==> config.mk <==
export PLATFORM = sky130hd
export DESIGN_NAME = mrs_cmd_fifo
export DESIGN_NICKNAME = d
export VERILOG_FILES = /design/src/rtl/mrs_pkg.sv /design/src/rtl/mrs_cmd_fifo.sv
export SDC_FILE = /design/constraint.sdc
export NUM_CORES = 1
export LEC_CHECK = 0
export ABC_CLOCK_PERIOD_IN_PS = 4100
export BUFFER_PORTS_ARGS = -buffer_cell sky130_fd_sc_hd__buf_4
export CAP_MARGIN = 20
export CORE_MARGIN = 1.5
export CORE_UTILIZATION = 50
export CTS_BUF_LIST = sky130_fd_sc_hd__clkbuf_16
export DETAILED_ROUTE_END_ITERATION = 6
export PLACE_DENSITY_LB_ADDON = 0.08
export RECOVER_POWER = 50
export SYNTH_ARGS = -nofsm -noshare
export SYNTH_HDL_FRONTEND = slang
export SYNTH_SLANG_ARGS = --single-unit
==> constraint.sdc <==
create_clock -name clk -period 4.1 [get_ports clk]
set_input_delay 0.205 -clock clk [delete_from_list [all_inputs] [get_ports clk]]
set_output_delay 0.205 -clock clk [all_outputs]
set_load 0.05 [all_outputs]
==> src/rtl/mrs_pkg.sv <==
// Shared constants, types and the CRC-16 step for the Modbus RTU register slave.
`default_nettype none
package mrs_pkg;

	// Register bank geometry and request limits.
	localparam int NUM_REGS      = 256;
	localparam int MAX_READ_REGS = 29;
	localparam int REG_W         = 16;
	localparam int REG_AW        = $clog2(NUM_REGS);
	localparam int CNT_W         = $clog2(MAX_READ_REGS + 1);

	// Register indexes up to this one reset to their own index, the rest to zero.
	localparam int RST_MAX_IDX = 'h000A;

	// Station address after reset.
	localparam logic [7:0] SLAVE_ADDR_RST = 8'h02;

	// Function codes.
	localparam logic [7:0] FN_READ  = 8'h03;
	localparam logic [7:0] FN_WRITE = 8'h06;

	// Frame capture.
	localparam int HDR_DEPTH = 8;
	localparam int HDR_AW    = $clog2(HDR_DEPTH);

	// CRC-16 constants (reflected polynomial).
	localparam logic [15:0] CRC_INIT = 16'hFFFF;
	localparam logic [15:0] CRC_POLY = 16'hA001;

	// Command queue between the front and the back.
	localparam int CMDQ_DEPTH = 2;
	localparam int CMDQ_AW    = $clog2(CMDQ_DEPTH);
	localparam int CMDQ_CW    = $clog2(CMDQ_DEPTH + 1);

	// One checked request, ready to be carried out.
	typedef struct packed {
		logic        is_write;
		logic [7:0]  station;
		logic [15:0] addr;
		logic [15:0] val;
	} cmd_t;

	// Queue status seen by both sides.
	typedef struct packed {
		logic full;
		logic empty;
	} q_stat_t;

	// One byte through the CRC-16 register, LSB first.
	function automatic logic [15:0] crc16_byte(input logic [15:0] crc, input logic [7:0] b);
		logic [15:0] c;
		c = crc ^ {8'h00, b};
		for (int k = 0; k < 8; k++) begin
			if (c[0]) begin
				c = (c >> 1) ^ CRC_POLY;
			end else begin
				c = c >> 1;
			end
		end
		return c;
	endfunction

endpackage
`default_nettype wire

==> src/rtl/mrs_cmd_fifo.sv <==
// Short command queue between the receive front and the response back.
`default_nettype none
module mrs_cmd_fifo import mrs_pkg::*; (
	input  wire logic clk,
	input  wire logic arst_n,
	input  wire logic push,
	input  wire cmd_t wr_cmd,
	input  wire logic pop,
	output cmd_t      rd_cmd,
	output q_stat_t   status
);

	cmd_t               ent_q [CMDQ_DEPTH];
	logic [CMDQ_AW-1:0] wr_ptr_q;
	logic [CMDQ_AW-1:0] rd_ptr_q;
	logic [CMDQ_CW-1:0] count_q;

	assign status.full  = (count_q == CMDQ_CW'(CMDQ_DEPTH));
	assign status.empty = (count_q == '0);
	assign rd_cmd       = ent_q[rd_ptr_q];

	// Pointers and fill count.
	always_ff @(posedge clk or negedge arst_n) begin
		if (!arst_n) begin
			wr_ptr_q <= '0;
			rd_ptr_q <= '0;
			count_q  <= '0;
		end else begin
			if (push) begin
				wr_ptr_q <= (wr_ptr_q == CMDQ_AW'(CMDQ_DEPTH - 1)) ? '0 : wr_ptr_q + 1'b1;
			end
			if (pop) begin
				rd_ptr_q <= (rd_ptr_q == CMDQ_AW'(CMDQ_DEPTH - 1)) ? '0 : rd_ptr_q + 1'b1;
			end
			if (push && !pop) begin
				count_q <= count_q + 1'b1;
			end else if (pop && !push) begin
				count_q <= count_q - 1'b1;
			end
		end
	end

	// Entry storage.
	always_ff @(posedge clk) begin
		if (push) begin
			ent_q[wr_ptr_q] <= wr_cmd;
		end
	end

`ifndef SYNTHESIS
	a_no_overflow: assert property (@(posedge clk) disable iff (!arst_n)
		!(push && status.full && !pop))
		else $error("command queue written while full");
	a_no_underflow: assert property (@(posedge clk) disable iff (!arst_n)
		pop |-> !status.empty)
		else $error("command queue read while empty");
`endif

endmodule
`default_nettype wire

==> load_flow_metrics.sql <==
INSERT INTO impl_metrics (metric_group, metric, value, unit) VALUES
('die', 'std_cell_rows', '29', ''),
('setup_path', 'rr_endpoint', 'ent_q[0][33]', ''),
('setup_path', 'path_buf_inv', '2', ''),
('finish', 'postLayoutCellArea', '4292', 'µm²'),
('clock_network', 'clock_tree.buffer_depth', '2', ''),
('finish', 'post_route_cells_drive_above_1_share', '0.5347', ''),
('timing', 'report.final.slew_viol_count', '63', ''),
('timing', 'total_negative_setup_slacks', '0', 'ps'),
('routing', 'ant_nets', '0', ''),
('clock_network', 'cts_max_level', '3', ''),
('routing', 'via_count', '1590', ''),
('routing', 'drt-met1-wl', '1904', 'µm'),
('run_status', 'outcome', 'finished, violations left', ''),
('synth', 'syn_area_per_cell', '23.25', 'µm²'),
('clock_network', 'post_cts_buffers', '0', ''),
('grt', 'gr-usage-all-layers', '0.1549', ''),
('flow_run', 'max-cap-violations', '2', ''),
('pwr', 'power-per-cell-area', '839.8', 'nW/µm²'),
('clock_network', 'insertion_delay', '320', 'ps'),
('synth', 'synth-seq-cells', '86', ''),
('routing', 'firstDrtPassIters', '6', ''),
('synth', 'ys_top_cells_by_area', 'edfxtp_1 74%, mux2_4 17%, dfrtp_1 3.0%', ''),
('timing', 'slew_headroom', '-0.1904', ''),
('finish', 'nets', '286', ''),
('finish', 'syn_to_final_growth', '28.18', '%'),
('setup_path', 'ff2ff_setup_slack', '1160', 'ps'),
('pwr', 'leakagePower', '1.718', 'nW'),
('synth', 'mappedNetlistNets', '190', ''),
('setup_path', 'critical-path-top-cell-by-count', 'buf_4', ''),
('timing', 'period_share', '0.7279', ''),
('setup_path', 'worstSetupEndpointType', 'output port', ''),
('die', 'ioPinCount', '88', ''),
('routing', 'top_layer_in_use', 'met4', ''),
('routing', 'routed_wire_length_per_instance', '15.82', 'µm'),
('grt', 'grt_start_max_net_pins', '42', ''),
('clock_network', 'cts_repair_resize_count', '0', ''),
('clock_network', 'tritoncts_num_sinks', '86', ''),
('setup_path', 'rr_worst_depth', '2', ''),
('clock_network', 'cts_hold_buf', '1', ''),
('placement', 'dpl_cell_area', '4024', 'µm²'),
('synth', 'synthCells', '144', ''),
('setup_path', 'critical_path.max_fanout', '30', ''),
('die', 'die_w', '84.83', 'µm'),
('synth', 'sequential_area_share_after_synthesis', '0.7653', ''),
('setup_path', 'crit_arrival', '2780', 'ps'),
('placement', 'place.port_buffers', '87', ''),
('hold_path', 'whs_endpoint', 'rd_ptr_q', ''),
('setup_path', 'cp_data_required_time', '3890', 'ps'),
('timing', 'tightestPinTransition', '1786', 'ps'),
('timing', 'period_minus_slack', '2984', 'ps'),
('synth', 'netlist_area', '3348', 'µm²'),
('synth', 'yosysTopAreaCellShare', '0.7354', ''),
('finish', 'antennaDiodeCount', '0', ''),
('hold_path', 'hold-path-cell-count', '2', ''),
('clock_network', 'clock_pin_transition_on_the_worst_setup_and_hold_timing_paths', '60', 'ps'),
('synth', 'yosys_warnings', '0', ''),
('timing', 'timing.final.setup_violations', '0', ''),
('placement', 'dpl.hpwl', '3384', 'µm'),
('run_status', 'violations', 'design-rule violations, max-capacitance violations, max-slew violations', ''),
('clock_network', 'cts-root-buf', 'clkbuf_16', ''),
('synth', 'largest_area_contributor_in_the_netlist', 'edfxtp_1', ''),
('setup_path', 'critical_path.startpoint_type', 'flip-flop', ''),
('setup_path', 'cpLargestDelayFamily', 'flip-flops', ''),
('grt', 'grt_overflow', '0', ''),
('grt', 'grt_antenna_before_repair', '0', ''),
('setup_path', 'timing.critical_path.slowest_cell_delay', '1470', 'ps'),
('routing', 'first_iter_violations', '50', ''),
('grt', 'grt_pass1_vias', '1704', ''),
('clock_network', 'cts_tree', 'built', ''),
('routing', 'drc_errors', '6', ''),
('timing', 'fmax', '335.1', 'MHz');
## flip-flops by register name, indices dropped and copies added, names as in the netlist
name and count:
count_q 2, ent_q 82, rd_ptr_q 1, wr_ptr_q 1
## synth_stat cells
| cell type | number |
|---|---|
| dfrtp_1 | 4 |
| buf_12 | 4 |
| mux2_2 | 2 |
| nor2_1 | 2 |
| inv_1 | 1 |
| and2_1 | 1 |
| edfxtp_1 | 82 |
| nor2b_1 | 2 |
| buf_6 | 1 |
| ha_1 | 1 |
| xnor2_1 | 1 |
| mux2_4 | 39 |
| xor2_1 | 4 |
## power by group
part	internal [W]	switching [W]	total, W	leakage, nW
logic	0.000566	0.000907	0.00147	0.745
clock network	0.000529	0.000297	0.000826	0.157
registers	0.00117	0.000131	0.00130	0.816
total	0.00227	0.00133	0.00360	1.72
## worst reg2reg max path, stage by stage (launching register included)
cell and delay (ps):
dfrtp_1 410, nor2b_1 750, clkbuf_1 1360
## per-stage QoR
step           utilization  power [W]  hold WS [ps]  cells  setup slack (ps)
3_5_place_dp        0.6265   0.002815         1.853    304              1991
3_3_place_gp        0.6265   0.002781       -0.1976    304              2028
4_1_cts             0.6772   0.003650         48.56    321              1627
5_1_grt             0.6682   0.003744         60.33    322             896.4
2_1_floorplan            -   0.002507        -90.59    144              1419
6_report            0.6682   0.003604         72.79    322              1116
## kinds of logic after synthesis
group / after synthesis / share of synthesized area
adder cells (fa/ha/maj): 1 / 0.003736
XOR/XNOR: 5 / 0.01308
flip-flops: 86 / 0.7653
buffers and inverters: 6 / 0.02840
AND/OR/NAND/NOR: 5 / 0.007849
multiplexers: 41 / 0.1816
## area by class of cell
type / count / area, µm² / share of cell area
clock buffers: 9 / 225.2 / 0.05248
multi-input cells: 52 / 691.9 / 0.1612
repair buffers: 90 / 621.8 / 0.1449
inverters: 1 / 3.754 / 0.0008746
well taps: 77 / 96.34 / 0.02245
clock inverters: 7 / 90.09 / 0.02099
flip-flops and latches: 86 / 2562 / 0.5971
## routing by layer
layer,global-route usage,up-vias
met5,0,-
met4,0.08048,0
met3,0.04767,7
met2,0.2742,56
met1,0.1675,774
li1,-,753
## placed cells by master, fill, tap and decap left out, types with 2 or more instances in the layout
cell / n
edfxtp_1: 82
buf_4: 44
mux2_4: 39
clkbuf_4: 30
clkbuf_1: 15
clkbuf_16: 9
xor2_1: 4
dfrtp_1: 4
inv_1: 2
nor2_1: 2
nor2b_1: 2
mux2_2: 2
clkinv_2: 2
bufinv_16: 2
## worst max path at each step
stage / slack, ps / from / end
finish: 1120 / rd_ptr_q / rd_cmd[25]
global route: 900 / wr_ptr_q / ent_q[0][15]
CTS: 1630 / rd_ptr_q / rd_cmd[25]
detailed placement: 1990 / rd_ptr_q / rd_cmd[25]
global placement: 2030 / rd_ptr_q / rd_cmd[38]
floorplan: 1420 / wr_ptr_q / ent_q[0][0]
(Power assumes the default switching activity.)
