$ cat src/rtl/mrs_pkg.sv
// Shared constants, types and the CRC-16 step for the Modbus RTU register slave.
`default_nettype none
package mrs_pkg;

	// Register bank geometry and request limits.
	localparam int NUM_REGS      = 256;
	localparam int MAX_READ_REGS = 29;
	localparam int REG_W         = 16;
	localparam int REG_AW        = $clog2(NUM_REGS);
	localparam int CNT_W         = $clog2(MAX_READ_REGS + 1);

	// Register indexes up to this one reset to their own index, the rest to zero.
	localparam int RST_MAX_IDX = 'h000A;

	// Station address after reset.
	localparam logic [7:0] SLAVE_ADDR_RST = 8'h02;

	// Function codes.
	localparam logic [7:0] FN_READ  = 8'h03;
	localparam logic [7:0] FN_WRITE = 8'h06;

	// Frame capture.
	localparam int HDR_DEPTH = 8;
	localparam int HDR_AW    = $clog2(HDR_DEPTH);

	// CRC-16 constants (reflected polynomial).
	localparam logic [15:0] CRC_INIT = 16'hFFFF;
	localparam logic [15:0] CRC_POLY = 16'hA001;

	// Command queue between the front and the back.
	localparam int CMDQ_DEPTH = 2;
	localparam int CMDQ_AW    = $clog2(CMDQ_DEPTH);
	localparam int CMDQ_CW    = $clog2(CMDQ_DEPTH + 1);

	// One checked request, ready to be carried out.
	typedef struct packed {
		logic        is_write;
		logic [7:0]  station;
		logic [15:0] addr;
		logic [15:0] val;
	} cmd_t;

	// Queue status seen by both sides.
	typedef struct packed {
		logic full;
		logic empty;
	} q_stat_t;

	// One byte through the CRC-16 register, LSB first.
	function automatic logic [15:0] crc16_byte(input logic [15:0] crc, input logic [7:0] b);
		logic [15:0] c;
		c = crc ^ {8'h00, b};
		for (int k = 0; k < 8; k++) begin
			if (c[0]) begin
				c = (c >> 1) ^ CRC_POLY;
			end else begin
				c = c >> 1;
			end
		end
		return c;
	endfunction

endpackage
`default_nettype wire

$ cat src/rtl/mrs_if.sv
// Valid/ready channel interfaces for received and transmitted bytes.
`default_nettype none
interface mrs_rx_if;
	logic       valid;
	logic       ready;
	logic [7:0] rx_byte;
	logic       frame_end;

	modport source (output valid, output rx_byte, output frame_end, input ready);
	modport sink (input valid, input rx_byte, input frame_end, output ready);
endinterface

`default_nettype wire

$ cat src/rtl/mrs_front.sv
// Receive side: CRC accumulation, header capture and frame classification.
`default_nettype none
module mrs_front import mrs_pkg::*; (
	input  wire logic       clk,
	input  wire logic       arst_n,
	mrs_rx_if.sink          rx,
	input  wire logic [7:0] slave_addr,
	input  wire q_stat_t    q_stat,
	output logic            push,
	output cmd_t            cmd
);

	logic [7:0]  cnt_q;
	logic [15:0] crc_q;
	logic [7:0]  hdr_q [HDR_DEPTH];

	logic        accept;
	logic [15:0] crc_next;
	logic [7:0]  hdr_v [6];
	logic [7:0]  fn;
	logic [15:0] addr;
	logic [15:0] val;
	logic        rd_ok;
	logic        wr_ok;
	logic        frame_ok;

	assign rx.ready = !q_stat.full;
	assign accept   = rx.valid && rx.ready;

	// The header as it stands once the current byte is taken in.
	always_comb begin
		crc_next = crc16_byte(crc_q, rx.rx_byte);
		for (int k = 0; k < 6; k++) begin
			hdr_v[k] = (cnt_q == 8'(k)) ? rx.rx_byte : hdr_q[k];
		end
	end

	assign fn   = hdr_v[1];
	assign addr = {hdr_v[2], hdr_v[3]};
	assign val  = {hdr_v[4], hdr_v[5]};

	// Range checks for the two supported functions.
	always_comb begin
		rd_ok = (fn == FN_READ) && (val != 16'd0) && (32'(val) <= 32'(MAX_READ_REGS))
			&& ((17'(addr) + 17'(val)) <= 17'(NUM_REGS));
		wr_ok = (fn == FN_WRITE) && (17'(addr) < 17'(NUM_REGS));
		frame_ok = (cnt_q >= 8'd3) && (crc_next == 16'd0) && (hdr_v[0] != 8'd0)
			&& (hdr_v[0] == slave_addr) && (rd_ok || wr_ok);
	end

	assign push = accept && rx.frame_end && frame_ok;

	always_comb begin
		cmd.is_write = wr_ok;
		cmd.station  = hdr_v[0];
		cmd.addr     = addr;
		cmd.val      = val;
	end

	// Byte counter and running CRC, restarted after each frame.
	always_ff @(posedge clk or negedge arst_n) begin
		if (!arst_n) begin
			cnt_q <= 8'd0;
			crc_q <= CRC_INIT;
		end else if (accept) begin
			if (rx.frame_end) begin
				cnt_q <= 8'd0;
				crc_q <= CRC_INIT;
			end else begin
				if (cnt_q != 8'hFF) begin
					cnt_q <= cnt_q + 8'd1;
				end
				crc_q <= crc_next;
			end
		end
	end

	// The first bytes of a frame are kept; later frames overwrite only what they carry.
	always_ff @(posedge clk) begin
		if (accept && (cnt_q < 8'(HDR_DEPTH))) begin
			hdr_q[cnt_q[HDR_AW-1:0]] <= rx.rx_byte;
		end
	end

endmodule
`default_nettype wire

$ cat src/flat_wrapper.sv
// flat-port wrapper written by rule: the top's interface ports become plain ports
module mrs_front_flat import mrs_pkg::*;
  (clk, arst_n, slave_addr, q_stat, push, cmd, rx_valid, rx_rx_byte, rx_frame_end, rx_ready);
  mrs_rx_if rx_i ();
  input  wire logic clk;
  input  wire logic arst_n;
  input  wire logic [7:0] slave_addr;
  input  wire q_stat_t q_stat;
  output logic push;
  output cmd_t cmd;
  input wire logic [$bits(rx_i.valid)-1:0] rx_valid;
  input wire logic [$bits(rx_i.rx_byte)-1:0] rx_rx_byte;
  input wire logic [$bits(rx_i.frame_end)-1:0] rx_frame_end;
  output wire logic [$bits(rx_i.ready)-1:0] rx_ready;
  assign rx_i.valid = rx_valid;
  assign rx_i.rx_byte = rx_rx_byte;
  assign rx_i.frame_end = rx_frame_end;
  assign rx_ready = rx_i.ready;
  mrs_front u_core (.clk(clk), .arst_n(arst_n), .rx(rx_i), .slave_addr(slave_addr), .q_stat(q_stat), .push(push), .cmd(cmd));
endmodule
$ cat config.mk
export PLATFORM = sky130hd
export DESIGN_NAME = mrs_front_flat
export DESIGN_NICKNAME = d
export VERILOG_FILES = /design/src/rtl/mrs_pkg.sv /design/src/rtl/mrs_if.sv /design/src/rtl/mrs_front.sv /design/src/flat_wrapper.sv
export SDC_FILE = /design/constraint.sdc
export NUM_CORES = 1
export LEC_CHECK = 0
export BUFFER_PORTS_ARGS = -buffer_cell sky130_fd_sc_hd__clkbuf_2
export CAP_MARGIN = 20
export CORE_ASPECT_RATIO = 0.9
export CORE_MARGIN = 2
export CORE_UTILIZATION = 40
export DETAILED_ROUTE_END_ITERATION = 10
export SETUP_SLACK_MARGIN = 0.5
export SYNTH_ARGS = -nofsm -noshare
export SYNTH_HDL_FRONTEND = slang
export SYNTH_SLANG_ARGS = --single-unit
$ cat constraint.sdc
create_clock -name clk -period 4.7 [get_ports clk]
set_clock_uncertainty 0.1 [all_clocks]
set_input_delay 0.47 -clock clk [delete_from_list [all_inputs] [get_ports clk]]
set_output_delay 0.47 -clock clk [all_outputs]
set_load 0.01 [all_outputs]
==> impl_metrics.prom, run 1 <==
# TYPE chip_impl_metric gauge
chip_impl_info{name="outcome",value="complete, but fails checks"} 1
chip_impl_info{name="failed_checks",value="setup timing"} 1
chip_impl_metric{name="area_delta_synth_final",unit="%"} 27.3
chip_impl_metric{name="grt.total_usage",unit=""} 0.209
chip_impl_metric{name="synth_simple_gate_area_share",unit=""} 0.167
chip_impl_metric{name="seq_area",unit="mm2"} 0.00206
chip_impl_metric{name="ys_seq_elements",unit=""} 72
chip_impl_metric{name="total_negative_setup_slack",unit="ps"} -151
chip_impl_metric{name="post-place-ws",unit="ps"} -132
chip_impl_info{name="startpoint_of_the_lowest_slack_register_to_register_path",value="u_core.cnt_q[5]"} 1
chip_impl_metric{name="cts.clk_slew.worst_paths",unit="ps"} 70
chip_impl_metric{name="synthXorXnorAreaFrac",unit=""} 0.0735
chip_impl_metric{name="fin_worst_hold_slack",unit="ps"} 33.4
chip_impl_metric{name="critical_path.max_fanout",unit=""} 6
chip_impl_info{name="critPathKind",value="flop to primary output"} 1
chip_impl_metric{name="total_leakage_power",unit="nW"} 2.34
chip_impl_metric{name="synth.yosys.seq_area_share",unit=""} 0.432
chip_impl_metric{name="std_cell_rows",unit=""} 37
chip_impl_info{name="timing.rr.end",value="u_core.hdr_q[3][1]"} 1
chip_impl_metric{name="async_flop_share",unit=""} 0.333
chip_impl_metric{name="multiplexer_area_fraction_after_synthesis",unit=""} 0.0960
chip_impl_metric{name="layout_nets",unit=""} 605
chip_impl_metric{name="drt-initial-drc-count",unit=""} 398
chip_impl_metric{name="gate_count_after_technology_mapping",unit=""} 474
chip_impl_metric{name="adder_cell_share_of_the_synthesized_area",unit=""} 0.0551
chip_impl_info{name="worstSetupEndpointType",value="primary output"} 1
chip_impl_info{name="hp-class",value="primary input to asynchronous set/reset pin"} 1
chip_impl_metric{name="number_of_levels_the_h_tree_was_split_into",unit=""} 3
chip_impl_metric{name="edff_count_synth",unit=""} 48
chip_impl_metric{name="grt_pass1_wl",unit="um"} 20800
chip_impl_metric{name="placeableCoreArea",unit="mm2"} 0.0115
chip_impl_info{name="worst_setup_path_start_kind",value="flop"} 1
chip_impl_metric{name="port-buffer-count",unit=""} 63
chip_impl_metric{name="num_io_pins",unit=""} 65
chip_impl_metric{name="r2r_slack",unit="ps"} 2100
chip_impl_metric{name="critPathRequiredTime",unit="ps"} 4130
chip_impl_metric{name="filler_cell_count",unit=""} 1035
chip_impl_metric{name="max_slew_margin",unit=""} 0.416
chip_impl_metric{name="ant_diodes",unit=""} 0
chip_impl_metric{name="die_h",unit="um"} 108
chip_impl_info{name="tritoncts",value="done"} 1
chip_impl_metric{name="tightest_slew",unit="ps"} 873
chip_impl_metric{name="wirelength",unit="um"} 13200
chip_impl_metric{name="syn-cell-area",unit="mm2"} 0.00477
chip_impl_metric{name="layout.cells.non_filler",unit=""} 723
chip_impl_metric{name="cts-hold-fix-buffers",unit=""} 0
chip_impl_metric{name="finalWeightedCongestion",unit=""} 0.942
chip_impl_metric{name="drtPass1Iterations",unit=""} 5
chip_impl_metric{name="post_route_cells_drive_above_1_share",unit=""} 0.370
chip_impl_metric{name="time_the_final_worst_path_needs_with_i_o_delays_and_setup",unit="ps"} 4850
chip_impl_metric{name="placedCellCount",unit=""} 686
chip_impl_metric{name="min_period_over_period",unit=""} 1.03
chip_impl_metric{name="timing.fmax",unit="MHz"} 206
chip_impl_metric{name="largest_net_degree_at_the_start_of_global_routing",unit=""} 32
chip_impl_metric{name="clk_lat_worst_skew",unit="ps"} 340
chip_impl_metric{name="ir_worst_vdd",unit="uV"} 317
chip_impl_info{name="yosys_most_used_dff",value="sky130_fd_sc_hd__edfxtp_1"} 1
chip_impl_metric{name="ys_types",unit=""} 63
chip_impl_metric{name="synth-warning-count",unit=""} 0
chip_impl_metric{name="antenna_violating_nets_post_route",unit=""} 0
chip_impl_metric{name="final.setup.worst_slack",unit="ps"} -151
chip_impl_metric{name="timing.final.setup_violations",unit=""} 1
chip_impl_metric{name="postSynthAreaPerCell",unit="um2"} 10.1
chip_impl_metric{name="timing.final.max_slew_violations",unit=""} 0
chip_impl_metric{name="initial_core_util",unit=""} 0.414
chip_impl_info{name="largest_family_of_logic_cells_by_synthesized_area",value="simple AND/OR/NAND/NOR gates"} 1
chip_impl_info{name="startpoint",value="u_core.cnt_q[5]"} 1
chip_impl_metric{name="routed-via-count",unit=""} 4095
chip_impl_metric{name="first_global_vias",unit=""} 3872
chip_impl_metric{name="power-per-cell-area",unit="mW/mm2"} 370
chip_impl_metric{name="clock-sinks",unit=""} 72
chip_impl_info{name="clk_root_buffer_cell",value="sky130_fd_sc_hd__clkbuf_16"} 1
chip_impl_metric{name="rr_worst_depth",unit=""} 5
chip_impl_metric{name="power",unit="mW"} 2.25
chip_impl_metric{name="hpwl",unit="um"} 9460
chip_impl_metric{name="clockBufferDepth",unit=""} 2
chip_impl_metric{name="globalRouteOverflowTotal",unit=""} 0
chip_impl_info{name="grt_setup_unrepaired",value="yes"} 1
chip_impl_metric{name="avgRoutedWirePerCell",unit="um"} 18.2
chip_impl_metric{name="net_count_of_the_mapped_netlist",unit=""} 517
chip_impl_metric{name="cap_violations",unit=""} 0
chip_impl_metric{name="area_occupied_by_multi_input_gates",unit="mm2"} 0.00282
chip_impl_metric{name="number_of_antenna_violations_at_the_first_check_in_global_routing",unit=""} 0
chip_impl_metric{name="width_of_the_chip",unit="um"} 119
chip_impl_metric{name="die_area",unit="mm2"} 0.0128
chip_impl_metric{name="detail_route.drc_violations",unit=""} 0
chip_impl_metric{name="report.final.hold_viol_count",unit=""} 0
chip_impl_metric{name="cts_made_buffers",unit=""} 9
chip_impl_metric{name="synth-compound-area-share",unit=""} 0.144
chip_impl_metric{name="critPathArrivalTime",unit="ps"} 4280
chip_impl_metric{name="route.detailed.vias_per_inst",unit=""} 5.66
kinds of logic (layout without fill, tap and decap cells):
logic type                 after synthesis  in the layout
and+or+nand+nor                        157            157
xor gates and xnor gates                40             40
muxes                                   41             41
AOI/OAI and AO/OA                      104            104
adders and majority gates               21             21
buffers and inverters                   39            132
DFF                                     72             72
state kept, by name, summed over array words and instances, names as in the netlist:
name and flops:
u_core.crc_q 16, u_core.cnt_q 8, u_core.hdr_q 48
layer usage:
| layer | track usage | up-vias | wire (um) |
|---|---|---|---|
| met5 | 0 | - | 0 |
| li1 | - | 1943 | - |
| met4 | 0.0417 | 0 | 101 |
| met3 | 0.0471 | 11 | 844 |
| met1 | 0.297 | 1998 | 6160 |
| met2 | 0.329 | 143 | 6080 |
Yosys cell counts, drive strengths merged, types with 4 or more instances:
library cell,count,area share
nor2,51,0.040
edfxtp,48,0.30
a21oi,40,0.044
mux2,38,0.090
xnor2,30,0.055
nand2,28,0.022
clkbuf,23,0.018
ha,21,0.055
dfstp,16,0.088
nand3,16,0.017
o21ai,16,0.017
nor3,15,0.018
inv,13,0.010
nor4,10,0.013
xor2,10,0.018
dfrtp,8,0.042
a31oi,5,0.0066
a211oi,4,0.0063
a21o,4,0.0063
and2,4,0.0052
and3,4,0.0055
nand4,4,0.0052
nand4b,4,0.0073
o21bai,4,0.0063
o221ai,4,0.0073
layout make-up:
type | instances | area share
tap | 156 | 0.0322
inverter | 13 | 0.00804
timing repair buffer | 103 | 0.106
clock inverter | 7 | 0.0122
multi-input combinational | 363 | 0.465
sequential | 72 | 0.340
clock buffer | 9 | 0.0371
stage by stage:
stage          cell area, um2  utilization
2_1_floorplan            5040            -
3_3_place_gp             5520        0.479
3_5_place_dp             5520        0.479
4_1_cts                  6030        0.523
5_1_grt                  6070        0.527
6_report                 6070        0.527
report_power, final:
| group | total, mW | internal (mW) | switching [mW] |
|---|---|---|---|
| Combinational | 0.761 | 0.371 | 0.390 |
| Sequential | 0.808 | 0.757 | 0.0510 |
| Clock | 0.678 | 0.375 | 0.303 |
| Total | 2.25 | 1.50 | 0.744 |
worst max-delay path, cell delays in order, from the launching register on:
cell                       delay, ps
sky130_fd_sc_hd__dfrtp_1         380
sky130_fd_sc_hd__or4_4           600
sky130_fd_sc_hd__or2_4           290
sky130_fd_sc_hd__nor2_4          150
sky130_fd_sc_hd__buf_12          130
sky130_fd_sc_hd__mux2_2          340
sky130_fd_sc_hd__ha_1            350
sky130_fd_sc_hd__a211oi_1        230
sky130_fd_sc_hd__nor2_1           60
sky130_fd_sc_hd__a211o_1         360
sky130_fd_sc_hd__a32oi_2         240
sky130_fd_sc_hd__a31oi_1          90
sky130_fd_sc_hd__o21bai_1        200
sky130_fd_sc_hd__a22oi_1         130
sky130_fd_sc_hd__a41o_1          250
sky130_fd_sc_hd__buf_2           130
how the worst max path moves through the flow:
stage	depth (start not counted)	to	slack [ps]
floorplan	14	push	500
global placement	18	push	-100
detailed placement	18	push	-130
CTS	15	push	-110
global route	17	push	-300
finish	15	push	-150
timing repair:
action / CTS / global route
buffers inserted: 19 / 1
setup endpoints to repair: 1 / 1
gates resized for setup: 8 / 5
pin swaps: 23 / 5
hold endpoints to repair: 0 / 0
layout by cell type (no fill, tap or decap), types with 4 or more instances in the layout:
| master | instances |
|---|---|
| sky130_fd_sc_hd__a21o_1 | 4 |
| sky130_fd_sc_hd__a21oi_1 | 37 |
| sky130_fd_sc_hd__a31oi_1 | 4 |
| sky130_fd_sc_hd__buf_4 | 37 |
| sky130_fd_sc_hd__clkbuf_16 | 9 |
| sky130_fd_sc_hd__clkbuf_2 | 62 |
| sky130_fd_sc_hd__dfrtp_1 | 8 |
| sky130_fd_sc_hd__dfstp_2 | 16 |
| sky130_fd_sc_hd__edfxtp_1 | 48 |
| sky130_fd_sc_hd__ha_1 | 13 |
| sky130_fd_sc_hd__ha_4 | 6 |
| sky130_fd_sc_hd__inv_1 | 13 |
| sky130_fd_sc_hd__mux2_2 | 35 |
| sky130_fd_sc_hd__nand2_1 | 28 |
| sky130_fd_sc_hd__nand3_1 | 15 |
| sky130_fd_sc_hd__nand4_1 | 4 |
| sky130_fd_sc_hd__nand4b_1 | 4 |
| sky130_fd_sc_hd__nor2_1 | 48 |
| sky130_fd_sc_hd__nor3_1 | 13 |
| sky130_fd_sc_hd__nor4_1 | 8 |
| sky130_fd_sc_hd__o21ai_0 | 13 |
| sky130_fd_sc_hd__o21bai_1 | 4 |
| sky130_fd_sc_hd__o221ai_1 | 4 |
| sky130_fd_sc_hd__xnor2_1 | 24 |
| sky130_fd_sc_hd__xor2_1 | 10 |
No activity file was read; power rests on OpenSTA's default activity.
==> run 2: changes to the inputs <==
Settings changed: CORE_UTILIZATION 40 to 55, PLACE_DENSITY from default to 0.77, REMOVE_ABC_BUFFERS from default to 1.
==> impl_metrics.prom, run 2 (synthesis gave the netlist of run 1 again) <==
# TYPE chip_impl_metric gauge
chip_impl_metric{name="placedCellCount",unit=""} 686
chip_impl_info{name="failed_checks",value="setup timing"} 1
chip_impl_metric{name="layout_nets",unit=""} 624
chip_impl_metric{name="critPathRequiredTime",unit="ps"} 4130
chip_impl_metric{name="globalRouteOverflowTotal",unit=""} 0
chip_impl_metric{name="route.met3.wl",unit="um"} 982
chip_impl_metric{name="ant_diodes",unit=""} 0
chip_impl_metric{name="port-buffer-count",unit=""} 63
chip_impl_metric{name="antenna_violating_nets_post_route",unit=""} 0
chip_impl_info{name="highest-signal-layer",value="met4"} 1
chip_impl_metric{name="num_io_pins",unit=""} 65
chip_impl_metric{name="cts_made_buffers",unit=""} 9
chip_impl_metric{name="avgRoutedWirePerCell",unit="um"} 19.3
chip_impl_metric{name="combinationalPowerShare",unit=""} 0.349
chip_impl_metric{name="clk_lat_worst_skew",unit="ps"} 350
chip_impl_info{name="layout.cells.most_common_list",value="sky130_fd_sc_hd__clkbuf_2, sky130_fd_sc_hd__buf_4, sky130_fd_sc_hd__nor2_1, sky130_fd_sc_hd__edfxtp_1, sky130_fd_sc_hd__a21oi_1"} 1
chip_impl_metric{name="time_the_final_worst_path_needs_with_i_o_delays_and_setup",unit="ps"} 4940
chip_impl_metric{name="filler_cell_count",unit=""} 657
chip_impl_metric{name="final_cell_area",unit="mm2"} 0.00607
chip_impl_metric{name="number_of_antenna_violations_at_the_first_check_in_global_routing",unit=""} 0
chip_impl_info{name="critPathKind",value="flop to primary output"} 1
chip_impl_info{name="clk_root_buffer_cell",value="sky130_fd_sc_hd__clkbuf_8"} 1
chip_impl_info{name="worst_setup_path_start_kind",value="flop"} 1
chip_impl_metric{name="sequential_fraction_of_design_power",unit=""} 0.379
chip_impl_metric{name="first_global_vias",unit=""} 4189
chip_impl_metric{name="die_h",unit="um"} 92.3
chip_impl_metric{name="report.final.hold_viol_count",unit=""} 0
chip_impl_metric{name="power",unit="mW"} 2.12
chip_impl_metric{name="post_route_cells_drive_above_1_share",unit=""} 0.391
chip_impl_info{name="tritoncts",value="done"} 1
chip_impl_metric{name="timing.fmax",unit="MHz"} 202
chip_impl_metric{name="power-per-cell-area",unit="mW/mm2"} 349
chip_impl_metric{name="std_cell_rows",unit=""} 32
chip_impl_metric{name="timing.final.setup_violations",unit=""} 1
chip_impl_info{name="grt_setup_unrepaired",value="yes"} 1
chip_impl_metric{name="met2_length",unit="um"} 6680
chip_impl_info{name="outcome",value="complete, but fails checks"} 1
chip_impl_metric{name="timing.final.max_slew_violations",unit=""} 0
chip_impl_metric{name="clockBufferDepth",unit=""} 2
chip_impl_metric{name="largest_net_degree_at_the_start_of_global_routing",unit=""} 31
chip_impl_metric{name="met1_length",unit="um"} 5730
chip_impl_metric{name="clock-sinks",unit=""} 72
chip_impl_metric{name="placeableCoreArea",unit="mm2"} 0.00849
chip_impl_metric{name="p_clk_frac",unit=""} 0.272
chip_impl_metric{name="post-place-ws",unit="ps"} -220
chip_impl_metric{name="grt_pass1_wl",unit="um"} 21300
chip_impl_metric{name="max_slew_margin",unit=""} 0.399
chip_impl_metric{name="largest_register_ff_count",unit=""} 48
chip_impl_metric{name="placement_stage_cell_area",unit="mm2"} 0.00555
chip_impl_metric{name="critPathArrivalTime",unit="ps"} 4370
chip_impl_metric{name="grt.total_usage",unit=""} 0.296
chip_impl_metric{name="wirelength",unit="um"} 13600
chip_impl_metric{name="drt-initial-drc-count",unit=""} 378
chip_impl_metric{name="drtPass1Iterations",unit=""} 5
chip_impl_info{name="most_common_library_cell_in_the_layout_ignoring_fill_and_taps",value="sky130_fd_sc_hd__clkbuf_2"} 1
chip_impl_info{name="worstSetupEndpointType",value="primary output"} 1
chip_impl_metric{name="postLayoutCoreUtil",unit=""} 0.716
chip_impl_metric{name="cts.clk_slew.worst_paths",unit="ps"} 80
chip_impl_metric{name="detail_route.drc_violations",unit=""} 0
chip_impl_metric{name="min_period_over_period",unit=""} 1.05
chip_impl_metric{name="critical_path.max_fanout",unit=""} 4
chip_impl_metric{name="ir_worst_vdd",unit="uV"} 269
chip_impl_metric{name="final.setup.worst_slack",unit="ps"} -240
chip_impl_metric{name="p_int",unit="mW"} 1.45
chip_impl_metric{name="power.net_switching",unit="uW"} 671
chip_impl_metric{name="cts-hold-fix-buffers",unit=""} 0
chip_impl_metric{name="initial_core_util",unit=""} 0.562
chip_impl_metric{name="total_leakage_power",unit="nW"} 2.40
chip_impl_metric{name="width_of_the_chip",unit="um"} 102
chip_impl_metric{name="cap_violations",unit=""} 0
chip_impl_metric{name="route.detailed.vias_per_inst",unit=""} 6.07
chip_impl_metric{name="fin_worst_hold_slack",unit="ps"} 19.6
chip_impl_metric{name="tightest_slew",unit="ps"} 901
chip_impl_metric{name="hpwl",unit="um"} 9640
chip_impl_metric{name="switching_share",unit=""} 0.317
chip_impl_metric{name="finalWeightedCongestion",unit=""} 0.904
chip_impl_metric{name="total_negative_setup_slack",unit="ps"} -240
chip_impl_metric{name="area_delta_synth_final",unit="%"} 27.4
chip_impl_metric{name="routed-via-count",unit=""} 4277
chip_impl_metric{name="die_area",unit="mm2"} 0.00943
chip_impl_info{name="hp-class",value="primary input to asynchronous set/reset pin"} 1
chip_impl_metric{name="number_of_levels_the_h_tree_was_split_into",unit=""} 3
chip_impl_metric{name="layout.cells.non_filler",unit=""} 705
[run 2: cell types whose count changed in the layout (fill, tap and decap cells not counted), sizes merged]
cell,delta
buf,+19
bufinv,+1
clkbuf,+4
clkinv,-2
clkinvlp,+1
inv,-4
[run 2: timing repair]
| item | CTS | global route |
|---|---|---|
| endpoints found under the setup margin | 1 | 1 |
| setup buffers | 2 | 0 |
| pin swaps | 22 | 12 |
| resized for setup | 31 | 13 |
[run 2: cell type report]
class | count | area (um2) | area share
Clock buffer | 13 | 201 | 0.0332
Clock inverter | 3 | 42.5 | 0.00700
Inverter | 13 | 48.8 | 0.00803
Multi-Input combinational cell | 363 | 2810 | 0.462
Sequential cell | 72 | 2060 | 0.339
Tap cell | 119 | 149 | 0.0245
Timing Repair Buffer | 122 | 762 | 0.125
[run 2: final timing paths]
kind | slack [ps] | end | depth (start not counted) | startpoint
hold reg to reg | 410 | u_core.crc_q[4] | 2 | u_core.crc_q[4]
setup reg to reg | 2120 | u_core.hdr_q[3][3] | 6 | u_core.cnt_q[3]
setup / recovery | -240 | push | 15 | u_core.cnt_q[3]
max in group asynchronous | 4080 | u_core.cnt_q[3] | 1 | arst_n
hold / removal | 20 | u_core.cnt_q[6] | 1 | arst_n
min in group clk | 410 | u_core.crc_q[4] | 2 | u_core.crc_q[4]
[run 2: power by group through the flow]
stage	Combinational, mW	Clock (mW)	Sequential, mW
after detailed placement	0.677	0	0.810
final	0.740	0.575	0.803
after CTS	0.719	0.583	0.800
after floorplan	0.410	0	0.802
after global routing	0.814	0.610	0.809
after global placement	0.655	0	0.807
[run 2: critical path, stage by stage (launching register included)]
cell and delay [ps]:
sky130_fd_sc_hd__dfrtp_1 390, sky130_fd_sc_hd__or4_4 550, sky130_fd_sc_hd__or2_4 260, sky130_fd_sc_hd__buf_4 150, sky130_fd_sc_hd__nor2_4 140, sky130_fd_sc_hd__mux2_4 320, sky130_fd_sc_hd__ha_1 200, sky130_fd_sc_hd__ha_1 180
sky130_fd_sc_hd__a311o_1 310, sky130_fd_sc_hd__a211o_1 410, sky130_fd_sc_hd__a32oi_2 330, sky130_fd_sc_hd__a31oi_2 90, sky130_fd_sc_hd__o21bai_1 180, sky130_fd_sc_hd__a22oi_1 110, sky130_fd_sc_hd__a41o_1 260, sky130_fd_sc_hd__buf_2 140
[run 2: metal layers]
layer,GRT usage,up-vias
met5,0,-
li1,-,1987
met2,0.492,194
met3,0.0543,21
met1,0.409,2075
met4,0.0578,0
==> run 3: changes to the inputs <==
Settings changed: RECOVER_POWER from default to 100.
==> impl_metrics.prom, run 3 (synthesis gave the netlist of run 1 again) <==
# TYPE chip_impl_metric gauge
chip_impl_info{name="outcome",value="complete, but fails checks"} 1
chip_impl_info{name="failed_checks",value="setup timing"} 1
chip_impl_info{name="clk_root_buffer_cell",value="sky130_fd_sc_hd__clkbuf_8"} 1
chip_impl_info{name="tritoncts",value="done"} 1
chip_impl_metric{name="tightest_slew",unit="ps"} 1300
chip_impl_info{name="startpoint",value="u_core.cnt_q[3]"} 1
chip_impl_metric{name="critical_path.max_fanout",unit=""} 4
chip_impl_metric{name="detail_route.drc_violations",unit=""} 0
chip_impl_metric{name="seq_area",unit="mm2"} 0.00206
chip_impl_info{name="slowest_stage",value="sky130_fd_sc_hd__or4_4"} 1
chip_impl_metric{name="largest_register_ff_count",unit=""} 48
chip_impl_info{name="startpoint_of_the_lowest_slack_register_to_register_path",value="u_core.cnt_q[3]"} 1
chip_impl_metric{name="wirelength",unit="um"} 13600
chip_impl_metric{name="cts.clk_slew.worst_paths",unit="ps"} 80
chip_impl_info{name="timing.rr.end",value="u_core.hdr_q[3][3]"} 1
chip_impl_metric{name="post_route_cells_drive_above_1_share",unit=""} 0.384
chip_impl_metric{name="area_delta_synth_final",unit="%"} 27.1
chip_impl_metric{name="p_clk_frac",unit=""} 0.272
chip_impl_metric{name="drt-initial-drc-count",unit=""} 379
chip_impl_info{name="crit_top_cell",value="sky130_fd_sc_hd__ha_1"} 1
chip_impl_metric{name="number_of_buffers_and_inverters_on_the_critical_path",unit=""} 2
chip_impl_info{name="path_delay_family",value="compound AO/OA/AOI/OAI gates"} 1
chip_impl_metric{name="layout_nets",unit=""} 624
chip_impl_metric{name="number_of_levels_the_h_tree_was_split_into",unit=""} 3
chip_impl_info{name="most_common_library_cell_in_the_layout_ignoring_fill_and_taps",value="sky130_fd_sc_hd__clkbuf_2"} 1
chip_impl_metric{name="ir_worst_vdd",unit="uV"} 269
chip_impl_info{name="worst_setup_path_start_kind",value="flop"} 1
chip_impl_metric{name="critPathRequiredTime",unit="ps"} 4130
chip_impl_metric{name="grt_pass1_wl",unit="um"} 21300
chip_impl_metric{name="area_occupied_by_multi_input_gates",unit="mm2"} 0.00281
chip_impl_metric{name="number_of_antenna_violations_at_the_first_check_in_global_routing",unit=""} 0
chip_impl_metric{name="drtPass1Iterations",unit=""} 5
chip_impl_metric{name="grt.total_usage",unit=""} 0.296
chip_impl_metric{name="final.setup.worst_slack",unit="ps"} -247
chip_impl_metric{name="num_io_pins",unit=""} 65
chip_impl_metric{name="power.net_switching",unit="uW"} 672
chip_impl_metric{name="max_slew_margin",unit=""} 0.134
chip_impl_metric{name="ant_diodes",unit=""} 0
chip_impl_metric{name="timing.fmax",unit="MHz"} 202
chip_impl_metric{name="cts-hold-fix-buffers",unit=""} 0
chip_impl_metric{name="std_cell_rows",unit=""} 32
chip_impl_metric{name="die_h",unit="um"} 92.3
chip_impl_metric{name="p_int",unit="mW"} 1.45
chip_impl_metric{name="clock-sinks",unit=""} 72
chip_impl_metric{name="width_of_the_chip",unit="um"} 102
chip_impl_metric{name="min_period_over_period",unit=""} 1.05
chip_impl_metric{name="filler_cell_count",unit=""} 658
chip_impl_metric{name="final_cell_area",unit="mm2"} 0.00606
chip_impl_metric{name="avgRoutedWirePerCell",unit="um"} 19.2
chip_impl_metric{name="globalRouteOverflowTotal",unit=""} 0
chip_impl_metric{name="route.detailed.vias_per_inst",unit=""} 6.07
chip_impl_metric{name="fin_worst_hold_slack",unit="ps"} 292
chip_impl_info{name="hp-class",value="primary input to asynchronous set/reset pin"} 1
chip_impl_metric{name="placeableCoreArea",unit="mm2"} 0.00849
chip_impl_info{name="critPathKind",value="flop to primary output"} 1
chip_impl_metric{name="time_the_final_worst_path_needs_with_i_o_delays_and_setup",unit="ps"} 4950
chip_impl_metric{name="rr_worst_depth",unit=""} 6
chip_impl_metric{name="sequential_fraction_of_design_power",unit=""} 0.379
chip_impl_metric{name="crit_cells",unit=""} 15
chip_impl_metric{name="port-buffer-count",unit=""} 63
chip_impl_metric{name="cts_made_buffers",unit=""} 9
chip_impl_metric{name="timing.final.max_slew_violations",unit=""} 0
chip_impl_metric{name="power-per-cell-area",unit="mW/mm2"} 349
chip_impl_metric{name="hpwl",unit="um"} 9640
chip_impl_metric{name="die_area",unit="mm2"} 0.00943
chip_impl_metric{name="routed-via-count",unit=""} 4280
chip_impl_metric{name="switching_share",unit=""} 0.317
chip_impl_metric{name="critPathArrivalTime",unit="ps"} 4380
chip_impl_metric{name="largest_net_degree_at_the_start_of_global_routing",unit=""} 31
chip_impl_metric{name="initial_core_util",unit=""} 0.562
chip_impl_metric{name="finalWeightedCongestion",unit=""} 0.904
chip_impl_metric{name="combinationalPowerShare",unit=""} 0.349
chip_impl_info{name="grt_setup_unrepaired",value="yes"} 1
chip_impl_metric{name="total_leakage_power",unit="nW"} 2.38
chip_impl_metric{name="clk_lat_worst_skew",unit="ps"} 350
chip_impl_metric{name="report.final.hold_viol_count",unit=""} 0
chip_impl_metric{name="antenna_violating_nets_post_route",unit=""} 0
chip_impl_metric{name="first_global_vias",unit=""} 4189
chip_impl_metric{name="placement_stage_cell_area",unit="mm2"} 0.00555
chip_impl_metric{name="cap_violations",unit=""} 0
chip_impl_metric{name="r2r_slack",unit="ps"} 2130
chip_impl_metric{name="critical-path-max-stage-delay",unit="ps"} 550
chip_impl_info{name="timing.critical_path.to",value="push"} 1
chip_impl_metric{name="clockBufferDepth",unit=""} 2
chip_impl_metric{name="timing.final.setup_violations",unit=""} 1
chip_impl_info{name="worstSetupEndpointType",value="primary output"} 1
chip_impl_metric{name="power",unit="mW"} 2.12
chip_impl_info{name="layout.cells.most_common_list",value="sky130_fd_sc_hd__clkbuf_2, sky130_fd_sc_hd__buf_4, sky130_fd_sc_hd__nor2_1, sky130_fd_sc_hd__edfxtp_1, sky130_fd_sc_hd__a21oi_1"} 1
chip_impl_info{name="path_cells",value="or4_4 > or2_4 > buf_4 > nor2_4 > mux2_4 > ha_1 > ha_1 > a311o_1 > a211o_1 > a32oi_2 > a31oi_2 > o21bai_1 > a22oi_1 > a41o_1 > buf_2"} 1
[run 3: changes by cell type in the layout (fill, tap and decap cells not counted), sizes merged]
cell,change
clkbuf,+3
buf,-3
[run 3: worst min path at each step]
stage	depth (start not counted)	slack [ps]	to	from
after floorplan	0	70	u_core.cnt_q[0]	arst_n
after global placement	1	400	u_core.cnt_q[6]	arst_n
after detailed placement	1	400	u_core.cnt_q[4]	arst_n
after CTS	1	20	u_core.cnt_q[0]	arst_n
after global routing	1	370	u_core.cnt_q[0]	arst_n
final	1	290	u_core.cnt_q[6]	arst_n
[run 3: area by class of cell]
cell class / count / area share
clock inverter: 3 / 0.00702
timing repair buffer: 122 / 0.124
multi-input combinational: 363 / 0.463
sequential: 72 / 0.340
clock buffer: 13 / 0.0332
inverter: 13 / 0.00805
tap: 119 / 0.0246
[run 3: repair_timing]
action / in CTS / in global routing
pin swaps: 22 / 12
setup endpoints to repair: 1 / 1
gates resized for setup: 31 / 13
setup buffers: 2 / 0
[run 3: through the flow]
stage           util  worst slack, ps  instances  setup TNS (ps)
3_3_place_gp   0.654             -121        686            -121
2_1_floorplan      -             79.6        448               0
5_1_grt        0.714             -408        705            -408
6_report       0.714             -247        705            -247
3_5_place_dp   0.654             -220        686            -220
4_1_cts        0.706             -209        704            -209
[run 3: power groups by stage]
stage                     clock [mW]  combinational, mW  sequential [mW]
after floorplan                    0              0.410            0.802
after global placement             0              0.655            0.807
after detailed placement           0              0.677            0.810
after CTS                      0.583              0.719            0.800
after global routing           0.610              0.813            0.809
final                          0.575              0.739            0.803
[run 3: routing by layer]
| layer | global-route usage | part of all wire |
|---|---|---|
| met1 | 0.409 | 0.43 |
| met2 | 0.492 | 0.49 |
| met3 | 0.0543 | 0.070 |
| met4 | 0.0578 | 0.013 |
| met5 | 0 | 0 |
